--- config.mk ---
export PLATFORM = sky130hd
export DESIGN_NAME = pa3s_bank
export DESIGN_NICKNAME = d
export VERILOG_FILES = /design/src/hw/rtl/pa3s_bank.sv
export SDC_FILE = /design/constraint.sdc
export NUM_CORES = 1
export LEC_CHECK = 0
export BUFFER_PORTS_ARGS = -buffer_cell sky130_fd_sc_hd__clkbuf_2
export CORE_ASPECT_RATIO = 0.7
export CORE_UTILIZATION = 50
export DETAILED_ROUTE_END_ITERATION = 10
export PLACE_DENSITY = 0.74
export REMOVE_ABC_BUFFERS = 1
export SETUP_SLACK_MARGIN = 0.05
export SYNTH_ARGS = -nofsm -noshare
export SYNTH_HDL_FRONTEND = slang
export SYNTH_SLANG_ARGS = --single-unit
export TNS_END_PERCENT = 50
--- constraint.sdc ---
create_clock -name clk_i -period 1.7 [get_ports clk_i]
set_clock_uncertainty 0.2 [all_clocks]
set_input_delay 0.51 -clock clk_i [delete_from_list [all_inputs] [get_ports clk_i]]
set_output_delay 0.51 -clock clk_i [all_outputs]
set_load 0.1 [all_outputs]
--- src/hw/rtl/pa3s_bank.sv ---
// Single-port synchronous memory bank with a registered read port.
module pa3s_bank #(
  parameter int unsigned DEPTH = 2,
  parameter int unsigned WIDTH = 16
) (
  input  logic                     clk_i,
  input  logic                     we_i,
  input  logic                     re_i,
  input  logic [$clog2(DEPTH)-1:0] addr_i,
  input  logic [WIDTH-1:0]         wdata_i,
  output logic [WIDTH-1:0]         rdata_o
);

  logic [WIDTH-1:0] mem [DEPTH];
  logic [WIDTH-1:0] rdata_q;

  always_ff @(posedge clk_i) begin
    if (we_i) begin
      mem[addr_i] <= wdata_i;
    end
    if (re_i) begin
      rdata_q <= mem[addr_i];
    end
  end

  assign rdata_o = rdata_q;

endmodule

# == Yosys cells after proc, flatten, opt, wreduce, memory -nomap -nowiden ==
# Memory sizes are Yosys's and may differ from the RTL's. A register that Yosys moved wholly into a read port is not among the register bits.
# Index checks and enable logic that the tools add are counted.
# op_classes
muxes,2
# op_table
op,count
$mux 1,2
# word_totals
inputBits,20
reg_bits,0
ramBits,32
elab_cells,3
out_inout_bits,16
mem_count,1
# mem_list
memory,depth,word_bits,rd,rd_clocked_by_memory_dff,wr,line_no,text
mem,2,16,1,1,1,14,logic [WIDTH-1:0] mem [DEPTH];

# == Logic depth before layout (Yosys ltp) ==
# depth
depth_word,2
depth_mapped,3
depth_no_buf,1

# == Worst setup path before layout ==
# OpenSTA, ideal clock, no wires.
# synth_path
kind,input-to-reg
start,input port addr_i
end,"memory mem[0][0], enable pin"
slack_ns,0.023
arrival_time_ns,1.145
setup_time_ns,0.332
cell_stages,3
required_time_ns,1.168
n_path_buf,2
cell_sequence,buf_6 buf_12 and2b_2
# synth_rtl
element,line_no,text
start: declaration,9,"input logic [$clog2(DEPTH)-1:0] addr_i,"
end: declaration,14,
# No word-level cell before the write port.

# == Final worst setup path ==
# layout_path
start,"register rdata_q[11], in the netlist rdata_o[11], read port of mem"
end,output port rdata_o[11]
# layout_rtl
element,line_no,text
start: declaration,15,logic [WIDTH-1:0] rdata_q;
end: declaration,11,output logic [WIDTH-1:0] rdata_o
# No word-level cell between the ends.

==> impl_metrics.csv <==
group,metric,value,unit
clock_tree,cts_buffer_depth,2,
sta,setup_tns,0,ns
finish,final_nets,134,
yosys,synthTopCellsByArea,"edfxtp_1 (85%), mux2_4 (7.1%), mux2_2 (5.3%)",
yosys,syn_area,0.001699,mm²
placement,dp.cells,145,
placement,hpwl,1799,µm
clock_tree,clkTransAtPathRegs,0.08,ns
yosys,synth.distinct_cells,7,
placement,port_buffers,35,
floorplan,ios,36,
run_status,status,"finished clean",
worst_hold_path,whs_path_depth,1,
worst_setup_path,crit_chain,"buf_12",
yosys,ys_ff_latch,48,
clock_tree,cts_sinks,48,
sta,period_share,96.56,%
route,wirelength,2495,µm
route,vias_per_cell,5.078,
yosys,synthArstFlopShare,0,%
worst_setup_path,required,0.99,ns
flow_run,drv_cap,0,
sta,final_hold_viol_count,0,
yosys,post-synth-top-count-cell,"edfxtp_1",
yosys,synthesis.instances,68,
yosys,synthFlopType,"edfxtp_1",
sta,relSlewSlack,70.81,%
clock_tree,root_buffer,"clkbuf_8",
yosys,yosysSeqAreaShare,84.83,%
yosys,netlist.area_leader.share,84.83,%
worst_setup_path,criticalPathCategory,"flop to primary output",
yosys,synth-edff-count,48,
power,power.density,1090,mW/mm²
grt,grt_max_degree,17,
floorplan,dieHeight,50.78,µm
finish,diodes,0,
clock_tree,cts_buffers,5,
finish,areaGrowthSynthToFinish,35.13,%
clock_tree,cts_tree,"yes",
route,postRouteAntennaNets,0,
route,wl_per_cell,16.31,µm
floorplan,die_x,71.68,µm
finish,drive_gt1_share,57.39,%
worst_setup_path,crit_arrival,0.93,ns
sta,slew_viol_final,0,
yosys,postSynthAreaPerCell,24.99,µm²
grt,grt_remaining_overflow,0,
route,drcViolationCount,0,
floorplan,initial_utilization,53.25,%
clock_tree,cts.htree.levels,2,
worst_setup_path,reg2reg_depth,1,
route,vias,777,
power,power.total,2.503,mW
worst_setup_path,start_kind,"flop",
sta,tightest_slew,0.4378,ns
grt,grt_pass1_vias,815,
route,drtIter0Drc,54,
grt,track_usage,16.28,%
finish,finalNonFillerCells,153,
worst_setup_path,path_depth,1,
floorplan,num_rows,17,
grt,grt_pass1_wl,3933,µm
sta,fmax,609.2,MHz
yosys,synth_common_cells,"edfxtp_1 (48), mux2_2 (8), mux2_4 (8)",
floorplan,dieArea,0.003639,mm²
worst_setup_path,critPathBufInv,1,
worst_setup_path,crit_path_end_kind,"primary output",
route,first_pass_iters,4,
sta,setup_violations,0,
finish,fillers,193,
power,power_leakage,0.8789,nW
worst_hold_path,hold_class,"input port to flop",
worst_setup_path,critical_path.top_delay_family,"flip-flops",
worst_setup_path,critPathMaxStageDelay,0.44,ns
sta,rsz0062_at_grt,"true",
sta,min_period,1.642,ns
placement,gp_congestion,0.6579,
floorplan,core_area,0.003191,mm²
clock_tree,clock_latency,0.30,ns
grt,grt_antenna_before_repair,0,
power,vdd_drop_max,0.6678,mV
yosys,synth_top_area_cell,"edfxtp_1",
worst_setup_path,slowest_stage,"edfxtp_1",
clock_tree,post_cts_buffers,0,
worst_setup_path,path_max_fanout,1,
yosys,yosys_warnings,0,
[layer usage]
metal  GRT usage (%)  vias up  wire [µm]
met1           18.04      381        936
met2           27.99       32       1325
met3           5.422        5        178
met5               0        -          0
met4           8.824        0         55
li1                -      359          -
[sequential cells by signal (all words and copies together), names as in the netlist]
register,cells
mem,32
rdata_o,16
[logic make-up after synthesis]
family	after synthesis	share of synthesized area, %
buf+inv	2	1.841
flops	48	84.83
mux	16	12.37
simple gates	2	0.9575
[stage by stage]
step	cell area (µm²)	setup slack, ns	hold slack [ns]	utilization (%)
detailed placement	2213	0.004508	0.3335	69.37
floorplan	1668	0.08598	0.3231	-
global route	2296	0.01867	0.1867	71.96
global placement	2213	0.03355	0.3273	69.37
finish	2296	0.05847	0.1976	71.96
CTS	2296	0.03825	0.1893	71.96
[path summary, 6_finish.rpt]
check,start,to,slack (ns)
worst min register to register,mem[0][7],rdata_o[7],0.35
worst min-delay path,wdata_i[6],mem[0][6],0.20
worst max-delay path,rdata_o[11],rdata_o[11],0.06
worst max register to register,mem[0][12],rdata_o[12],0.59
[report_power, final]
group          internal (mW)  switching (mW)
Sequential              1.40          0.0367
Clock                  0.279           0.343
Combinational          0.178           0.268
[what timing repair did]
item,4_1_cts,5_1_grt
endpoints found under the hold margin,0,0
hold buffers,0,0
setup endpoints to repair,2,6
pin swaps,0,0
resized for setup,0,0
[cell type report]
| type | count | area, µm² | share of cell area (%) |
|---|---|---|---|
| clock inverter | 3 | 13.76 | 0.5995 |
| multi-input combinational | 18 | 226.5 | 9.864 |
| clock buffer | 5 | 68.82 | 2.997 |
| timing repair buffer | 41 | 498.0 | 21.69 |
| sequential | 48 | 1441 | 62.78 |
| tap | 38 | 47.55 | 2.071 |
[layout by cell type (no fill, tap or decap)]
master	n
and2_2	1
buf_4	3
buf_12	19
mux2_2	8
clkinv_2	2
and2b_2	1
mux2_4	8
clkbuf_8	5
clkinv_1	1
edfxtp_1	48
clkbuf_2	19
(Power assumes the default switching activity.)
