## config.mk

```make
export PLATFORM = sky130hd
export DESIGN_NAME = pa3s_window
export DESIGN_NICKNAME = d
export VERILOG_FILES = /design/src/hw/rtl/pa3s_pkg.sv /design/src/hw/rtl/pa3s_window.sv
export SDC_FILE = /design/constraint.sdc
export NUM_CORES = 1
export LEC_CHECK = 0
export ABC_CLOCK_PERIOD_IN_PS = 3200
export BUFFER_PORTS_ARGS = -buffer_cell sky130_fd_sc_hd__clkbuf_2
export CAP_MARGIN = 40
export CORE_MARGIN = 2
export CORE_UTILIZATION = 55
export DETAILED_ROUTE_END_ITERATION = 10
export PLACE_DENSITY_LB_ADDON = 0.25
export SETUP_SLACK_MARGIN = 0.2
export SYNTH_ARGS = -nofsm -noshare
export SYNTH_HDL_FRONTEND = slang
export SYNTH_SLANG_ARGS = --single-unit
```

## constraint.sdc

```tcl
create_clock -name vclk -period 3.2
set_clock_uncertainty 0.1 [all_clocks]
set_input_delay 0.48 -clock vclk [all_inputs]
set_output_delay 0.48 -clock vclk [all_outputs]
set_load 0.01 [all_outputs]
```

## src/hw/rtl/pa3s_pkg.sv

```systemverilog
// Shared constants and types of the packed 17-bit 3D array store.
package pa3s_pkg;

  localparam int unsigned ELEM_BITS  = 17;
  localparam int unsigned COORD_W    = 4;
  localparam int unsigned WVAL_W     = 32;
  localparam int unsigned SIZE_W     = 5;
  localparam int unsigned CFG_IDX_W  = 2;
  localparam int unsigned WORD_W     = 16;
  localparam int unsigned OFFS_W     = 4;

  localparam logic [ELEM_BITS-1:0] ELEM_MAX   = 17'h1ffff;
  localparam logic [SIZE_W-1:0]    SIZE_RESET = 5'd16;

  // Configuration register indexes.
  localparam logic [CFG_IDX_W-1:0] REG_SIZE_X = 2'd0;
  localparam logic [CFG_IDX_W-1:0] REG_SIZE_Y = 2'd1;
  localparam logic [CFG_IDX_W-1:0] REG_SIZE_Z = 2'd2;

  typedef enum logic {
    OP_READ  = 1'b0,
    OP_WRITE = 1'b1
  } op_e;

  // Position of an element inside the 32-bit window of two adjacent words.
  typedef struct packed {
    logic              swap;
    logic [OFFS_W-1:0] offset;
  } win_ctl_t;

endpackage

```

## src/hw/rtl/pa3s_window.sv

```systemverilog
// Extracts and inserts one 17-bit element within a window of two adjacent words.
module pa3s_window import pa3s_pkg::*; (
  input  win_ctl_t             ctl_i,
  input  logic [WORD_W-1:0]    even_i,
  input  logic [WORD_W-1:0]    odd_i,
  input  logic [ELEM_BITS-1:0] wval_i,
  output logic [ELEM_BITS-1:0] rd_val_o,
  output logic [WORD_W-1:0]    even_o,
  output logic [WORD_W-1:0]    odd_o
);

  logic [2*WORD_W-1:0] win;
  logic [2*WORD_W-1:0] mask;
  logic [2*WORD_W-1:0] new_win;
  logic [OFFS_W-1:0]   sh;

  // The element's first bit sits at window bit 31 - offset, so its least
  // significant bit sits at 15 - offset.
  assign win      = ctl_i.swap ? {odd_i, even_i} : {even_i, odd_i};
  assign sh       = ~ctl_i.offset;
  assign rd_val_o = ELEM_BITS'(win >> sh);
  assign mask     = (2*WORD_W)'(ELEM_MAX) << sh;
  assign new_win  = (win & ~mask) | ((2*WORD_W)'(wval_i) << sh);
  assign even_o   = ctl_i.swap ? new_win[WORD_W-1:0] : new_win[2*WORD_W-1:WORD_W];
  assign odd_o    = ctl_i.swap ? new_win[2*WORD_W-1:WORD_W] : new_win[WORD_W-1:0];

endmodule

```

; Word level (Yosys, flattened, before mapping)
; Index checks and enable logic that the tools add are counted.
; W data, S select, Z words.
[word_totals]
register_bits = 0
out_inout_bits = 49
elab_cells = 10
[classes]
shift = 3
n_mux = 3
bitwise = 4
[ops]
columns = operator, n
row1 = $and A32 B32 Y32, 1
row2 = $mux W16, 2
row3 = $mux W32, 1
row4 = $not A32 Y32, 1
row5 = $or A32 B32 Y32, 1
row6 = $shl A17 B4 Y32, 1
row7 = $shl A17 B4 Y32 const A, 1
row8 = $shr A32 B4 Y17, 1
row9 = $not A4 Y4, 1

; Depth between registers and ports, before layout
; Gate-level depths: netlist (run 1).
[depth]
ltp_word = 6
depth_mapped = 8
depth_no_buf = 4

; Least setup slack after synthesis (run 1)
; OpenSTA, ideal clock, no wires.
[synth_path]
path_kind = input-to-output
from = input port ctl_i[4] (netlist bit)
to = output port rd_val_o[3]
arrival_ns = 1.919
required_time_ns = 2.620
slack_ns = 0.701
path_stages = 7
n_path_buf = 3
cell_sequence = buf_6 buf_12 buf_8 mux2i_1 a22oi_1 or3b_1 a221oi_1
[synth_via]
elab_chain_len = 2
[synth_lines]
columns = element, line_no
row1 = from (decl), pa3s_window.sv:3  ; input win_ctl_t ctl_i,
row2 = $mux W32, pa3s_window.sv:19  ; assign win = ctl_i.swap ? {odd_i, even_i} : {even_i, odd_i};
row3 = $shr A32 B4 Y17, pa3s_window.sv:21  ; assign rd_val_o = ELEM_BITS'(win >> sh);
row4 = to (decl), pa3s_window.sv:7  ; output logic [ELEM_BITS-1:0] rd_val_o,
; Every way passes these cells.

; Worst setup path in the final report (run 1)
[layout_path]
from = input port ctl_i[3] (netlist bit)
to = output port odd_o[14]
[layout_via]
elab_chain_len = 6
word_cells_on_any_way = 7
cone_classes = 2 x shift / 1 x mux / 4 x bitwise
[layout_lines]
columns = element, line_no
row1 = $not A4 Y4 (*), pa3s_window.sv:20  ; assign sh = ~ctl_i.offset;
row2 = $shl A17 B4 Y32, pa3s_window.sv:22  ; assign mask = (2*WORD_W)'(ELEM_MAX) << sh;
row3 = $not A32 Y32, pa3s_window.sv:23  ; assign new_win = (win & ~mask) | ((2*WORD_W)'(wval_i) << sh);
row4 = $and A32 B32 Y32, pa3s_window.sv:23
row5 = $or A32 B32 Y32 (*), pa3s_window.sv:23
row6 = $mux W16 (*), pa3s_window.sv:25  ; assign odd_o = ctl_i.swap ? new_win[2*WORD_W-1:WORD_W] : new_win[WORD_W-1:0];
row7 = to (decl), pa3s_window.sv:9  ; output logic [WORD_W-1:0] odd_o
; Every way passes the cells marked *; elsewhere a longest branch is shown, timed or not.

==> run_results.csv, run 1 <==
group,metric,value,unit
die,coreArea,0.00721,sq mm
layout,fin_util,0.674,
synthesis,postSynthAreaPerCell,8.46,sq um
critical_path,path_class,"primary input to primary output",
placed_design,dpl_cell_area,0.00476,sq mm
detailed_routing,viasPerCell,7.77,
layout,final_area,0.00486,sq mm
grt,antenna_found_initial,0,
power_and_ir_drop,p_leak,2.10,nW
sta,worst_pin_slew,0.720,ns
synthesis,synthTopCellsByArea,"mux2i_1 (20%), mux2_2 (13%), mux4_2 (13%), o22ai_1 (3.5%), o22a_1 (3.2%)",
layout,seq_area,0,sq um
placed_design,post-dp-hpwl,14400,um
hold_path,min_from,"even_i[8]",
layout,fill_cells,653,
detailed_routing,drc,0,
synthesis,synth_cells,484,
hold_path,min_path_type,"primary input to primary output",
power_and_ir_drop,p_seq_frac,0,
critical_path,crit_required,2.62,ns
synthesis,synth.distinct_cells,61,
power_and_ir_drop,p_clk_frac,0,
die,ios,103,
critical_path,crit_fanout,16,
layout,drive_gt1_frac,0.398,
grt,grt_pass1_vias,4885,
detailed_routing,drtAntennaViolNets,0,
detailed_routing,first_pass_iters,7,
power_and_ir_drop,irDropWorstVdd,0.139,mV
detailed_routing,wl_per_cell,27.5,um
power_and_ir_drop,combPwrFrac,1.000,
sta,period_minus_slack,3.00,ns
layout,area_delta_synth_final,18.7,%
power_and_ir_drop,pwr_density_cell,204,mW/mm^2
synthesis,ys_seq_area_frac,0,
sta,rsz0062_at_grt,"true",
sta,max_freq,334,MHz
synthesis,yosys.area.top_type,"mux2i_1",
die,die_h,90.3,um
placed_design,io_buffers,103,
synthesis,netlist_area,0.00409,sq mm
grt,overflow,0,
sta,setup_tns,0,ns
die,initial_core_util,0.567,
sta,finalHoldViolations,0,
synthesis,syn_nets,538,
die,rows,31,
layout,antenna_cells,0,
sta,setup_viol,0,
layout,layout_common_cells,"clkbuf_2 (100), mux2i_1 (78), mux2_2 (46), buf_4 (36)",
run,drv_cap,0,
critical_path,crit_path_start_kind,"primary input",
synthesis,yosysWarnings,0,
grt,grtUsageTotal,0.436,
detailed_routing,vias,5243,
critical_path,critPathCaptureType,"primary output",
power_and_ir_drop,swShare,0.578,
status,outcome,"completed",
grt,grt_pass1_wl,28200,um
synthesis,synth_top_area_frac,0.196,
hold_path,holdPathEnd,"even_o[8]",
die,die_area,0.00815,sq mm
layout,mostFrequentLayoutCell,"clkbuf_2",
layout,n_clock_buffer,0,
layout,layout.nets,632,
sta,max-slew-margin-rel,0.519,
grt,grt_max_degree,49,
layout,seq_cells,0,
critical_path,cp.arrival,2.42,ns
sta,slew_viol_final,0,
die,dieWidth,90.3,um
sta,post-route-period-util,0.937,
power_and_ir_drop,p_sw,0.574,mW
hold_path,whs_path_depth,4,
detailed_routing,drt_first_iter_violations,950,
power_and_ir_drop,p_int,0.419,mW
detailed_routing,wirelength,18600,um
placed_design,gp_congestion,1.10,
==> per-stage QoR <==
stage / setup slack [ns] / power, mW / hold WS [ns] / cells
floorplan: 0.701 / 0.598 / 1.04 / 484
global placement: 0.212 / 0.925 / 1.29 / 671
detailed placement: 0.165 / 0.933 / 1.29 / 671
CTS: 0.198 / 0.945 / 1.29 / 674
global route: 0.198 / 1.03 / 1.32 / 675
finish: 0.203 / 0.993 / 1.30 / 675
==> worst max-delay path by stage <==
stage	from	to	slack (ns)	cells past startpoint
2_1_floorplan	ctl_i[4]	rd_val_o[3]	0.70	7
3_3_place_gp	ctl_i[0]	rd_val_o[0]	0.21	6
3_5_place_dp	ctl_i[2]	odd_o[14]	0.17	7
4_1_cts	ctl_i[4]	rd_val_o[1]	0.20	7
5_1_grt	ctl_i[0]	odd_o[6]	0.20	7
6_report	ctl_i[3]	odd_o[14]	0.20	7
==> final cells by class <==
cell class         count  area (sq um)  share of cell area
inverters              6          26.3             0.00541
multi-input cells    425          3780               0.778
well taps             99           124              0.0255
repair buffers       145           928               0.191
==> worst max-delay path, cell delays in order <==
cell	delay, ns
clkbuf_2	0.27
buf_4	0.29
or3_1	0.51
mux2i_2	0.38
o32ai_1	0.17
a21oi_1	0.15
clkbuf_2	0.15
==> repair_timing <==
| action | 4_1_cts | 5_1_grt |
|---|---|---|
| buffers inserted | 3 | 0 |
| setup endpoints to repair | 7 | 31 |
| gates cloned | 0 | 1 |
| hold buffers | 0 | 0 |
| resized for setup | 4 | 6 |
==> layer usage <==
layer  wire length (um)  vias to the layer above  GRT usage
met2               7910                      537      0.685
met1               6750                     2398      0.567
met3               2550                      115     0.0776
met4               1390                        0      0.244
met5                  0                        -          0
li1                   -                     2193          -
==> power groups by stage <==
stage          clock network [mW]  registers (mW)  logic, mW
4_1_cts                         0               0      0.945
6_report                        0               0      0.993
5_1_grt                         0               0       1.03
2_1_floorplan                   0               0      0.598
3_5_place_dp                    0               0      0.933
3_3_place_gp                    0               0      0.925
==> synth_stat cells (3+ instances only) <==
cell type and n:
nor3_1 7, o31ai_1 4, mux2i_1 80, o2bb2ai_1 4, nor2_1 24, buf_4 11
o21a_1 3, o22ai_1 23, o22a_1 15, o32ai_1 5, nand3b_1 4, a2bb2oi_1 8
a22oi_1 13, o2111ai_1 3, mux4_1 4, a211oi_1 5, a22o_1 3, nand2_1 24
o221ai_1 8, mux2_2 46, a222oi_1 3, a21o_1 3, buf_1 3, or2_2 3
a32o_1 3, buf_2 17, o211ai_1 8, a32oi_1 4, and3_1 4, a21oi_1 14
clkbuf_1 18, nand3_1 13, or3b_2 5, nor2b_1 4, a311oi_1 3, o21ai_0 5
a221oi_1 8, mux4_2 23, inv_1 4, nand2b_1 9, and2_1 8
==> logic make-up (layout without fill, tap and decap cells) <==
group / count (synthesis) / count (layout) / synth area share
muxes: 155 / 155 / 0.482
buffers and inverters: 59 / 151 / 0.0798
and+or+nand+nor: 116 / 116 / 0.149
AOI/OAI and AO/OA: 154 / 154 / 0.289
No activity file was read; power rests on OpenSTA's default activity.
==> inputs of run 2 (changes only) <==
- CORE_ASPECT_RATIO: default -> 1.5
==> run_results.csv, run 2 (synthesis results as in run 1) <==
group,metric,value,unit
status,outcome,"completed",
run,drv_cap,0,
sta,max_freq,332,MHz
sta,finalHoldViolations,0,
clock_tree,ctsHoldBuffers,0,
sta,setup_viol,0,
detailed_routing,drtAntennaViolNets,0,
layout,n_clock_buffer,0,
sta,setup_tns,0,ns
critical_path,cp.arrival,2.44,ns
power_and_ir_drop,p_leak,2.10,nW
layout,drive_gt1_frac,0.409,
sta,rsz0062_at_grt,"true",
critical_path,path_class,"primary input to primary output",
detailed_routing,wirelength,19700,um
placed_design,post-dp-hpwl,15400,um
placed_design,gp_congestion,1.09,
grt,grt_pass1_wl,28700,um
sta,worst_pin_slew,0.638,ns
detailed_routing,drt_first_iter_violations,805,
die,rows,38,
grt,grt_pass1_vias,4901,
critical_path,path_delay_family,"multiplexers",
critical_path,crit_path_start_kind,"primary input",
die,die_h,110,um
grt,grt_max_degree,43,
die,coreArea,0.00723,sq mm
sta,max-slew-margin-rel,0.563,
die,dieWidth,74.4,um
grt,antenna_found_initial,0,
detailed_routing,first_pass_iters,9,
hold_path,min_path_type,"primary input to primary output",
layout,mostFrequentLayoutCell,"clkbuf_2",
detailed_routing,drc,0,
critical_path,crit_required,2.62,ns
critical_path,crit_chain,"buf_4, mux4_1, mux2_2, mux2i_1, o221ai_1, clkbuf_2",
layout,layout.nets,636,
layout,layout_common_cells,"clkbuf_2 (100), mux2i_1 (76), mux2_2 (46), buf_4 (42)",
layout,fin_util,0.673,
grt,overflow,0,
sta,post-route-period-util,0.943,
die,ios,103,
layout,area_delta_synth_final,18.8,%
detailed_routing,wl_per_cell,29.0,um
placed_design,io_buffers,103,
power_and_ir_drop,pwr_density_cell,209,mW/mm^2
critical_path,cp_slowest_cell,"mux4_1",
layout,fill_cells,659,
critical_path,cp_num_buf_inv,2,
sta,slew_viol_final,0,
die,die_area,0.00816,sq mm
critical_path,critical_path.max_stage_delay,0.65,ns
layout,seq_cells,0,
grt,grtUsageTotal,0.477,
detailed_routing,vias,5271,
sta,period_minus_slack,3.02,ns
detailed_routing,viasPerCell,7.75,
die,initial_core_util,0.566,
layout,antenna_cells,0,
critical_path,crit_fanout,17,
critical_path,critPathCaptureType,"primary output",
power_and_ir_drop,irDropWorstVdd,0.133,mV
layout,seq_area,0,sq um
-- run 2: cell types whose count changed in the layout (fill, tap and decap cells not counted), sizes merged --
cell | previous run | this run
clkbuf | 102 | 101
buf | 43 | 48
-- run 2: worst min-delay path, delay by kind of cell --
kind            cells  cell delay (ns)
compound gates      1             0.08
buf+inv             2             0.25
simple gates        1             0.09
-- run 2: routing by layer --
| layer | share of wire | track usage | up-vias |
|---|---|---|---|
| met5 | 0 | 0 | - |
| met4 | 0.13 | 0.434 | 0 |
| met3 | 0.10 | 0.111 | 168 |
| met2 | 0.44 | 0.750 | 474 |
| met1 | 0.33 | 0.516 | 2434 |
| li1 | - | - | 2195 |
-- run 2: metrics by stage --
stage | hold WS [ns] | total power [mW] | cell area, sq um | std cells | worst slack [ns]
floorplan | 1.04 | 0.598 | 4090 | 484 | 0.701
global placement | 1.27 | 0.951 | 4820 | 680 | 0.190
detailed placement | 1.28 | 0.960 | 4820 | 680 | 0.0934
CTS | 1.28 | 0.964 | 4830 | 680 | 0.205
global route | 1.30 | 1.06 | 4860 | 680 | 0.179
finish | 1.28 | 1.02 | 4860 | 680 | 0.184
-- run 2: path summary, 6_finish.rpt --
path                  from          end  slack [ns]  cells past startpoint
hold / removal    odd_i[7]     odd_o[7]        1.28                      4
setup / recovery  ctl_i[4]  rd_val_o[4]        0.18                      6
-- run 2: power by group --
group	leakage [nW]	internal, mW	switching (mW)
Sequential	0	0	0
Clock	0	0	0
Combinational	2.10	0.423	0.594
Total	2.10	0.423	0.594
-- run 2: repair_timing --
item / in CTS / in global routing
setup endpoints to repair: 5 / 18
gates resized for setup: 2 / 11
setup buffers: 0 / 0
-- run 2: layout make-up --
cell class,count,area [sq um],area share
repair buffers,149,917,0.189
inverters,6,26.3,0.00540
multi-input cells,425,3790,0.780
well taps,100,125,0.0257
